File: src/hw/rtl/fcgc_pkg.sv
// ----------------------------------------------------------------------------
// fcgc_pkg
// Shared types and codes for the frame counter gap classifier.
// ----------------------------------------------------------------------------
package fcgc_pkg;

  // Width of the request data word and of the missing-frame count
  localparam int unsigned DataWidth = 64;
  localparam int unsigned KindWidth = 3;

  // Command carried in tuser of a request
  localparam logic CmdClassify = 1'b0;
  localparam logic CmdClear    = 1'b1;

  typedef enum logic [KindWidth-1:0] {
    KIND_FIRST     = 3'd0,
    KIND_DUPLICATE = 3'd1,
    KIND_BACKWARD  = 3'd2,
    KIND_NORMAL    = 3'd3,
    KIND_GAP       = 3'd4
  } frame_kind_e;

  typedef enum logic [3:0] {
    ST_IDLE = 4'b0001,
    ST_SUB  = 4'b0010,
    ST_DIV  = 4'b0100,
    ST_FIN  = 4'b1000
  } state_e;

endpackage

File: src/hw/rtl/frame_counter_gap_classifier.sv
// ----------------------------------------------------------------------------
// frame_counter_gap_classifier
// Classifies frame counters as first, duplicate, backward, normal or gap, and
// estimates missing frames for a gap. Bit-serial compare/subtract, then a
// restoring divider that produces one quotient bit per cycle.
// ----------------------------------------------------------------------------
// Sequence: a clear is taken in ST_IDLE and gives no result; a first counter goes
//   straight to ST_FIN, a duplicate, backward or normal one first passes the
//   bit-serial subtract in ST_SUB, and a gap then runs the divider in ST_DIV.
// Requests: one at a time; a new request is taken only once the result of the
//   last one has been registered in ST_FIN.
// Reset: asynchronous, active low; clears the tracker and any pending result.
module frame_counter_gap_classifier #(
  parameter int unsigned COUNTER_WIDTH = 64
) (
  input  logic        clk_i,
  input  logic        rst_ni,
  input  logic        s_axis_tvalid_i,
  output logic        s_axis_tready_o,
  input  logic [63:0] s_axis_tdata_i,  // [63:0] counter_value
  input  logic        s_axis_tuser_i,  // [0] command
  output logic        m_axis_tvalid_o,
  input  logic        m_axis_tready_i,
  output logic [63:0] m_axis_tdata_o,  // [63:0] missing_frames
  output logic [2:0]  m_axis_tuser_o   // [2:0] frame_kind
);

  localparam int unsigned W  = COUNTER_WIDTH;
  localparam int unsigned BW = $clog2(COUNTER_WIDTH);

  fcgc_pkg::state_e      state_q;
  fcgc_pkg::frame_kind_e kind_q;
  logic [W-1:0]  cnt_q, last_q, step_q, delta_q, rem_q;
  logic          seen_q;
  logic [BW-1:0] bit_q;
  logic          bor1_q, bor2_q, dnz_q, enz_q, snz_q;
  logic          out_valid_q, out_valid_d;
  logic [fcgc_pkg::KindWidth-1:0] out_kind_q;
  logic [fcgc_pkg::DataWidth-1:0] out_miss_q;

  logic          in_acc, out_free;
  logic          a_bit, b_bit, s_bit, d_bit, e_bit, bor1_d, bor2_d;
  logic          step_take;
  logic [W-1:0]  delta_d;
  logic [W:0]    div_tmp, div_diff;
  logic          div_ge;
  logic [W-1:0]  q_dec;

  assign s_axis_tready_o = (state_q == fcgc_pkg::ST_IDLE);
  assign in_acc          = s_axis_tvalid_i & s_axis_tready_o;
  assign out_free        = ~out_valid_q | m_axis_tready_i;
  assign out_valid_d     = ((state_q == fcgc_pkg::ST_FIN) & out_free) |
                           (out_valid_q & ~m_axis_tready_i);

  // Serial subtract: delta = cnt - last, and delta - step alongside
  assign a_bit   = cnt_q[0];
  assign b_bit   = last_q[0];
  assign s_bit   = step_q[0];
  assign d_bit   = a_bit ^ b_bit ^ bor1_q;
  assign bor1_d  = (~a_bit & b_bit) | (~(a_bit ^ b_bit) & bor1_q);
  assign e_bit   = d_bit ^ s_bit ^ bor2_q;
  assign bor2_d  = (~d_bit & s_bit) | (~(d_bit ^ s_bit) & bor2_q);
  assign delta_d = {d_bit, delta_q[W-1:1]};

  // Take delta as the new step when no step is learned yet or delta is smaller
  assign step_take = ~(snz_q | s_bit) | bor2_d;

  // Restoring divide step
  assign div_tmp  = {rem_q, delta_q[W-1]};
  assign div_diff = div_tmp - {1'b0, step_q};
  assign div_ge   = ~div_diff[W];
  assign q_dec    = delta_q - W'(1);

  always_ff @(posedge clk_i or negedge rst_ni) begin
    if (!rst_ni) begin
      state_q     <= fcgc_pkg::ST_IDLE;
      kind_q      <= fcgc_pkg::KIND_FIRST;
      seen_q      <= 1'b0;
      last_q      <= '0;
      step_q      <= '0;
      out_valid_q <= 1'b0;
    end else begin
      out_valid_q <= out_valid_d;
      case (state_q)
        fcgc_pkg::ST_IDLE: begin
          if (in_acc) begin
            if (s_axis_tuser_i == fcgc_pkg::CmdClear) begin
              seen_q <= 1'b0;
              last_q <= '0;
              step_q <= '0;
            end else if (!seen_q) begin
              seen_q  <= 1'b1;
              last_q  <= s_axis_tdata_i[W-1:0];
              kind_q  <= fcgc_pkg::KIND_FIRST;
              state_q <= fcgc_pkg::ST_FIN;
            end else begin
              state_q <= fcgc_pkg::ST_SUB;
            end
          end
        end
        fcgc_pkg::ST_SUB: begin
          if (bit_q != '0) begin
            // rotate so the stored words return intact after a full pass
            last_q <= {b_bit, last_q[W-1:1]};
            step_q <= {s_bit, step_q[W-1:1]};
          end else if (!(dnz_q | d_bit)) begin
            last_q  <= {b_bit, last_q[W-1:1]};
            step_q  <= {s_bit, step_q[W-1:1]};
            kind_q  <= fcgc_pkg::KIND_DUPLICATE;
            state_q <= fcgc_pkg::ST_FIN;
          end else if (bor1_d) begin
            last_q  <= {b_bit, last_q[W-1:1]};
            step_q  <= {s_bit, step_q[W-1:1]};
            kind_q  <= fcgc_pkg::KIND_BACKWARD;
            state_q <= fcgc_pkg::ST_FIN;
          end else begin
            last_q <= {a_bit, cnt_q[W-1:1]};
            step_q <= step_take ? delta_d : {s_bit, step_q[W-1:1]};
            if (step_take || !(enz_q | e_bit)) begin
              kind_q  <= fcgc_pkg::KIND_NORMAL;
              state_q <= fcgc_pkg::ST_FIN;
            end else begin
              kind_q  <= fcgc_pkg::KIND_GAP;
              state_q <= fcgc_pkg::ST_DIV;
            end
          end
        end
        fcgc_pkg::ST_DIV: begin
          if (bit_q == '0) begin
            state_q <= fcgc_pkg::ST_FIN;
          end
        end
        fcgc_pkg::ST_FIN: begin
          if (out_free) begin
            state_q <= fcgc_pkg::ST_IDLE;
          end
        end
        default: state_q <= fcgc_pkg::ST_IDLE;
      endcase
    end
  end

  // Datapath registers
  always_ff @(posedge clk_i) begin
    case (state_q)
      fcgc_pkg::ST_IDLE: begin
        cnt_q  <= s_axis_tdata_i[W-1:0];
        bit_q  <= BW'(W - 1);
        bor1_q <= 1'b0;
        bor2_q <= 1'b0;
        dnz_q  <= 1'b0;
        enz_q  <= 1'b0;
        snz_q  <= 1'b0;
      end
      fcgc_pkg::ST_SUB: begin
        cnt_q   <= {a_bit, cnt_q[W-1:1]};
        delta_q <= delta_d;
        bor1_q  <= bor1_d;
        bor2_q  <= bor2_d;
        dnz_q   <= dnz_q | d_bit;
        enz_q   <= enz_q | e_bit;
        snz_q   <= snz_q | s_bit;
        rem_q   <= '0;
        bit_q   <= (bit_q == '0) ? BW'(W - 1) : bit_q - BW'(1);
      end
      fcgc_pkg::ST_DIV: begin
        rem_q   <= div_ge ? div_diff[W-1:0] : div_tmp[W-1:0];
        delta_q <= {delta_q[W-2:0], div_ge};
        bit_q   <= bit_q - BW'(1);
      end
      fcgc_pkg::ST_FIN: begin
        if (out_free) begin
          out_kind_q <= kind_q;
          if (kind_q != fcgc_pkg::KIND_GAP) begin
            out_miss_q <= '0;
          end else if (delta_q > W'(2)) begin
            out_miss_q <= fcgc_pkg::DataWidth'(q_dec);
          end else begin
            out_miss_q <= fcgc_pkg::DataWidth'(1);
          end
        end
      end
      default: ;
    endcase
  end

  assign m_axis_tvalid_o = out_valid_q;
  assign m_axis_tdata_o  = out_miss_q;
  assign m_axis_tuser_o  = out_kind_q;

endmodule

File: config.mk
export PLATFORM = sky130hd
export DESIGN_NAME = frame_counter_gap_classifier
export DESIGN_NICKNAME = d
export VERILOG_FILES = /design/src/hw/rtl/fcgc_pkg.sv /design/src/hw/rtl/frame_counter_gap_classifier.sv
export SDC_FILE = /design/constraint.sdc
export NUM_CORES = 1
export LEC_CHECK = 0
export ABC_AREA = 1
export BUFFER_PORTS_ARGS = -buffer_cell sky130_fd_sc_hd__buf_2
export CORE_MARGIN = 2
export CORE_UTILIZATION = 28
export CTS_BUF_LIST = sky130_fd_sc_hd__clkbuf_8
export CTS_CLUSTER_SIZE = 25
export DETAILED_ROUTE_END_ITERATION = 7
export SLEW_MARGIN = 0
export SYNTH_ARGS = -nofsm -noshare
export SYNTH_HDL_FRONTEND = slang
export SYNTH_SLANG_ARGS = --single-unit
File: constraint.sdc
create_clock -name clk_i -period 10.2 [get_ports clk_i]
set_input_delay 2.04 -clock clk_i [delete_from_list [all_inputs] [get_ports clk_i]]
set_output_delay 2.04 -clock clk_i [all_outputs]
set_load 0.02 [all_outputs]
Word-level counts from Yosys, hierarchy flattened:

Index checks and enable logic that the tools add are counted.

* register bits after elaboration: 407
* bits of input ports: 69

* equality and inequality tests: 13
* reduce and logical (&&, ||, !) cells: 14
* order comparisons: 1
* mux-type cells: 45
* bitwise logic cells: 28
* $add $sub $neg: 3

Operators with widths (count)
* 64-bit 2-to-1 mux: 13
* 64-bit case mux with 2 select lines: 5
* 65-bit by 64-bit subtractor with 65-bit output: 1
* 64-bit by 2-bit greater-than comparator with 1-bit output (second input constant): 1
* 64-bit by 1-bit subtractor with 64-bit output (second input constant): 1
* 4-bit 2-to-1 mux: 9
* 3-bit 2-to-1 mux: 7
* 6-bit case mux with 3 select lines: 1
* 4-bit case mux with 4 select lines: 1
* 2-bit != test (second input constant): 5
* 1-bit case mux with 2 select lines: 5
* 5-bit AND reduction: 2
* 1-bit inverter: 9
* 1-bit bitwise OR: 8
* 1-bit AND: 7
* 6-bit zero test: 1
* 6-bit 2-to-1 mux: 1
* 3-bit != test (second input constant): 2
* 3-bit case mux with 2 select lines: 1
* 3-bit AND reduction: 2
* 6-bit nonzero test: 1
* 6-bit by 1-bit subtractor with 6-bit output (second input constant): 1
* 4-bit by 1-bit == test with 1-bit output (second input constant): 1
* 4-bit by 2-bit == test with 1-bit output (second input constant): 1
* other kinds (11): 18

Depth between registers and ports, before layout:

* word-level depth: 13
* mapped depth: 20
* depth with buffers taken out: 19

Least setup slack after synthesis:

Ideal clock, no wire load.

* kind: in2reg
* from: input port m_axis_tready_i
* to: register out_miss_q (netlist bit m_axis_tdata_o[0]), enable pin
* path buffers: 0
* slack: 4.330 ns
* arrival: 5.355 ns
* library setup time: 0.514 ns
* cell stages on the path: 2
* path through: inv_1 a21oi_1

* cells in the longest elaborated chain, start to end: 2

Ends and longest elaborated chain
* from (decl): RTL line frame_counter_gap_classifier.sv:23 `input logic m_axis_tready_i,`
* 1-bit bitwise OR: RTL line frame_counter_gap_classifier.sv:51 `assign out_free = ~out_valid_q | m_axis_tready_i;`
* 2-bit AND reduction (no source line)
* to (signal assigned): RTL line frame_counter_gap_classifier.sv:177 `out_miss_q <= fcgc_pkg::DataWidth'(q_dec);`
* to (signal assigned): RTL line frame_counter_gap_classifier.sv:179 `out_miss_q <= fcgc_pkg::DataWidth'(1);`
* to (decl): RTL line frame_counter_gap_classifier.sv:39 `logic [fcgc_pkg::DataWidth-1:0] out_miss_q;`

No other way between the ends.
A chain may end at the register's enable or synchronous reset.

Worst setup path after layout:

* from: register state_q[3]
* to: register last_q[15]

* cells in the longest elaborated chain, start to end: 4
* elaborated cells between the ends (all ways): 8
* those cells by class: eq/ne (4); mux (1); bitwise (1); reduce/logical (2)

Ends and longest elaborated chain
* from (decl): RTL line frame_counter_gap_classifier.sv:31 `fcgc_pkg::state_e state_q;`
* from (signal assigned): RTL line frame_counter_gap_classifier.sv:76 `state_q <= fcgc_pkg::ST_IDLE;`
* from (signal assigned): RTL line frame_counter_gap_classifier.sv:95 `state_q <= fcgc_pkg::ST_FIN;`
* from (signal assigned): RTL line frame_counter_gap_classifier.sv:97 `state_q <= fcgc_pkg::ST_SUB;`
* 4-bit by 1-bit == test with 1-bit output: RTL line frame_counter_gap_classifier.sv:49, frame_counter_gap_classifier.sv:84
* 1-bit AND: RTL line frame_counter_gap_classifier.sv:50 `assign in_acc = s_axis_tvalid_i & s_axis_tready_o;`
* 2-bit by 1-bit != test with 1-bit output (no source line)
* 3-bit AND reduction (no source line)
* to (signal assigned): RTL line frame_counter_gap_classifier.sv:93 `last_q <= s_axis_tdata_i[W-1:0];`
* to (signal assigned): RTL line frame_counter_gap_classifier.sv:104 `last_q <= {b_bit, last_q[W-1:1]};`
* to (signal assigned): RTL line frame_counter_gap_classifier.sv:107 `last_q <= {b_bit, last_q[W-1:1]};`
* to (decl): RTL line frame_counter_gap_classifier.sv:33 `logic [W-1:0] cnt_q, last_q, step_q, delta_q, rem_q;`

Parallel ways exist; a longest one is shown, timed or not.

==> results.ini <==
[logic_synthesis]
ys.flop_type = edfxtp_1
syn_nets = 3726
yosys.area.top_type_share = 0.311
synthArstFlopShare = 0.337
synth_cell_types = 45
synth_adder_area_share = 0.0350
synth_top_family_by_area = simple AND/OR/NAND/NOR gates
synthSimpleGateAreaFrac = 0.267
synthXorXnorAreaFrac = 0.0182
synth_compound_area_frac = 0.126
synth_mux_area_frac = 0
netlist_instances = 3586
syn_area_sq_um = 26100
ys_ff_latch = 407
avgSynthCellArea_sq_um = 7.27
ys_seq_area_frac = 0.443
synth_top_area_cell = edfxtp_1
yosysWarningCount = 0
synth_edf_count = 270
synth_area_leaders = edfxtp_1 31%, nand2_1 16%, dfrtp_1 13%

[critical_path]
worstSetupStartpointType = register
path_max_fanout = 84
endpoint = last_q[15]
slowest_delay_ns = 0.97
ff2ff_path_depth = 7
worst_setup_path_end_kind = register
r2r_end = last_q[15]
worst_ep_required_time_ns = 10.68
critical_path_class = reg -> reg
cp_cell_sequence = nor2_1, nand3_4, nand2_4, nand2_2, a31oi_4, buf_4, a31oi_1
slowest_stage = nand2_4
cp-startpoint = state_q[3]
r2r_slack_ns = 5.80
cp_data_arrival_time_ns = 4.88
r2r_start = state_q[3]

[pwr]
internal_power_mw = 3.74
max-vdd-ir-drop_mv = 0.171
p_seq_frac = 0.419
power_density_nw_per_um2 = 206
pwr-share-clk = 0.264
p_comb_frac = 0.317
p_leak_nw = 13.3
swShare = 0.381
switchingPower_mw = 2.31
power_mw = 6.05

[finish]
layout_common_cells = 1088 x nand2_1, 623 x inv_1, 402 x nor2_1
area_growth_pct = 12.6
num-fill-cells = 9948
nets = 3825
drive_above_1_share = 0.0834
final_core_utilization = 0.319
layout_commonest_cell = nand2_1

[sta]
clock_skew_ns = 0.0372
report.final.hold_viol_count = 0
fmax_mhz = 228
post-route-period-util = 0.431
rsz0062_at_grt = no
final-max-slew-violation-count = 0
period_needed_ns = 4.40
tns_ns = 0
max_slew_margin = 0.257
worstMarginPinSlew_ns = 1.10
setup_viol = 0
fin_ws_ns = 5.80

[clock_network]
numCtsBuffers = 70
post_cts_buffers = 0
ctsHoldBuffers = 0
clockRootBuffer = clkbuf_8
clkLatencyLatePin_ns = 0.67
cts_tree = done
clkSlewWorstSetupHoldPaths_ns = 0.06
ctsResizeCount = 0
ctsLongestPathBuffers = 3
htreeDepth = 3
clock-sinks = 407

[floorplan]
die_y_um = 309
initial_utilization = 0.283
die_x_um = 309
ios = 138
core_area_sq_um = 91900
row_count = 111
dieArea_sq_um = 95500

[run]
max_cap_violations = 0

[grt]
gr-total-overflow = 0
grt_pass1_wl_um = 119000
first_global_vias = 21408
grt_max_degree = 116
antenna_found_initial = 3
grt_usage = 0.158

[route]
routed_via_density = 4.62
wl_met3_um = 4150
drc = 0
vias = 23036
dr.pass1.iters = 5
top_layer_used = met4
wire_per_inst_um = 15.2
ant_nets = 0
met2_length_um = 34600
drt-initial-drc-count = 1810
wl_met1_um = 35000
routed_wl_um = 76000

[placed_design]
pre_cts_slack_ns = 5.74
gp_congestion = 0.945
portBuffers = 137
dpl.hpwl_um = 55600

[status]
status = finished, final reports clean

[hold_path]
holdCritPathClass = reg -> reg
hold_depth = 0

## power by group through the flow
stage                     logic (mW)  registers (mW)  clock network, mW
after floorplan                 1.44            2.55                  0
after global routing            2.18            2.59               1.71
final                           1.92            2.54               1.60
after detailed placement        1.92            2.56                  0
after CTS                       1.93            2.54               1.64
after global placement          1.90            2.56                  0
## final cells by class
class / instances / area [sq um] / area share
well taps: 1243 / 1560 / 0.0530
clock buffers: 84 / 1160 / 0.0394
repair buffers: 152 / 805 / 0.0274
multi-input cells: 2449 / 11700 / 0.398
clock inverters: 45 / 329 / 0.0112
inverters: 605 / 2270 / 0.0775
diodes: 3 / 7.51 / 0.000256
flip-flops and latches: 407 / 11500 / 0.393
## worst min path at each step
stage	start	to	slack [ns]
detailed placement	kind_q[2]	m_axis_tuser_o[2]	0.43
CTS	kind_q[2]	m_axis_tuser_o[2]	0.45
floorplan	kind_q[2]	m_axis_tuser_o[2]	0.42
finish	kind_q[2]	m_axis_tuser_o[2]	0.45
global route	kind_q[2]	m_axis_tuser_o[2]	0.48
global placement	kind_q[2]	m_axis_tuser_o[2]	0.43
## critical path, delay by kind of cell, from the launching register on
family	cells	cell delay [ns]
AND/OR/NAND/NOR	4	1.80
AO/OA/AOI/OAI	2	1.10
buffers and inverters	1	0.78
flip-flops	1	0.44
## per-stage QoR
step	cell area [sq um]	std cells	hold slack, ns
final	29300	4988	0.452
after global routing	29300	4987	0.479
after CTS	29300	4985	0.450
after detailed placement	27800	4856	0.432
after global placement	27800	4856	0.434
after floorplan	26100	3586	0.425
## cells by family (layout without fill, tap and decap cells)
kind of cell / after synthesis / in the layout
and+or+nand+nor: 1726 / 1726
buffers and inverters: 730 / 886
AOI/OAI and AO/OA: 598 / 598
DFF: 407 / 407
adders and majority gates: 71 / 71
xor gates and xnor gates: 54 / 54
other: 0 / 3
## routing by layer
metal / track usage / vias up
met3: 0.0191 / 119
met1: 0.217 / 10689
met2: 0.256 / 572
met4: 0.0555 / 0
li1: - / 11656
met5: 0 / -
## Yosys cell counts, types with 2 or more instances
library cell / count
ha_1: 68
buf_12: 2
clkbuf_1: 78
buf_2: 16
and2_1: 3
nand3_1: 83
nor3b_1: 6
dfrtp_1: 136
nand4_1: 25
buf_1: 13
xor2_1: 53
fa_1: 3
nor2_1: 402
buf_6: 10
inv_1: 601
o21ai_1: 10
nor4_1: 5
a21oi_1: 160
or2_2: 2
nand3b_1: 12
nor3_2: 2
a31oi_1: 64
o21bai_1: 7
inv_2: 4
buf_4: 6
nand2_2: 10
o21a_1: 4
and3_1: 4
o21ai_0: 285
o211ai_1: 64
nor2_2: 27
nor3_1: 50
nand2_1: 1090
edfxtp_1: 270
## registers in the layout (all words and copies together), names as in the netlist
signal / flops
delta_q: 64
bor2_q: 1
last_q: 64
state_q: 4
bor1_q: 1
snz_q: 1
kind_q: 3
cnt_q: 64
enz_q: 1
m_axis_tuser_o: 3
seen_q: 1
bit_q: 6
m_axis_tdata_o: 64
m_axis_tvalid_o: 1
step_q: 64
dnz_q: 1
rem_q: 64
(Power assumes the default switching activity.)
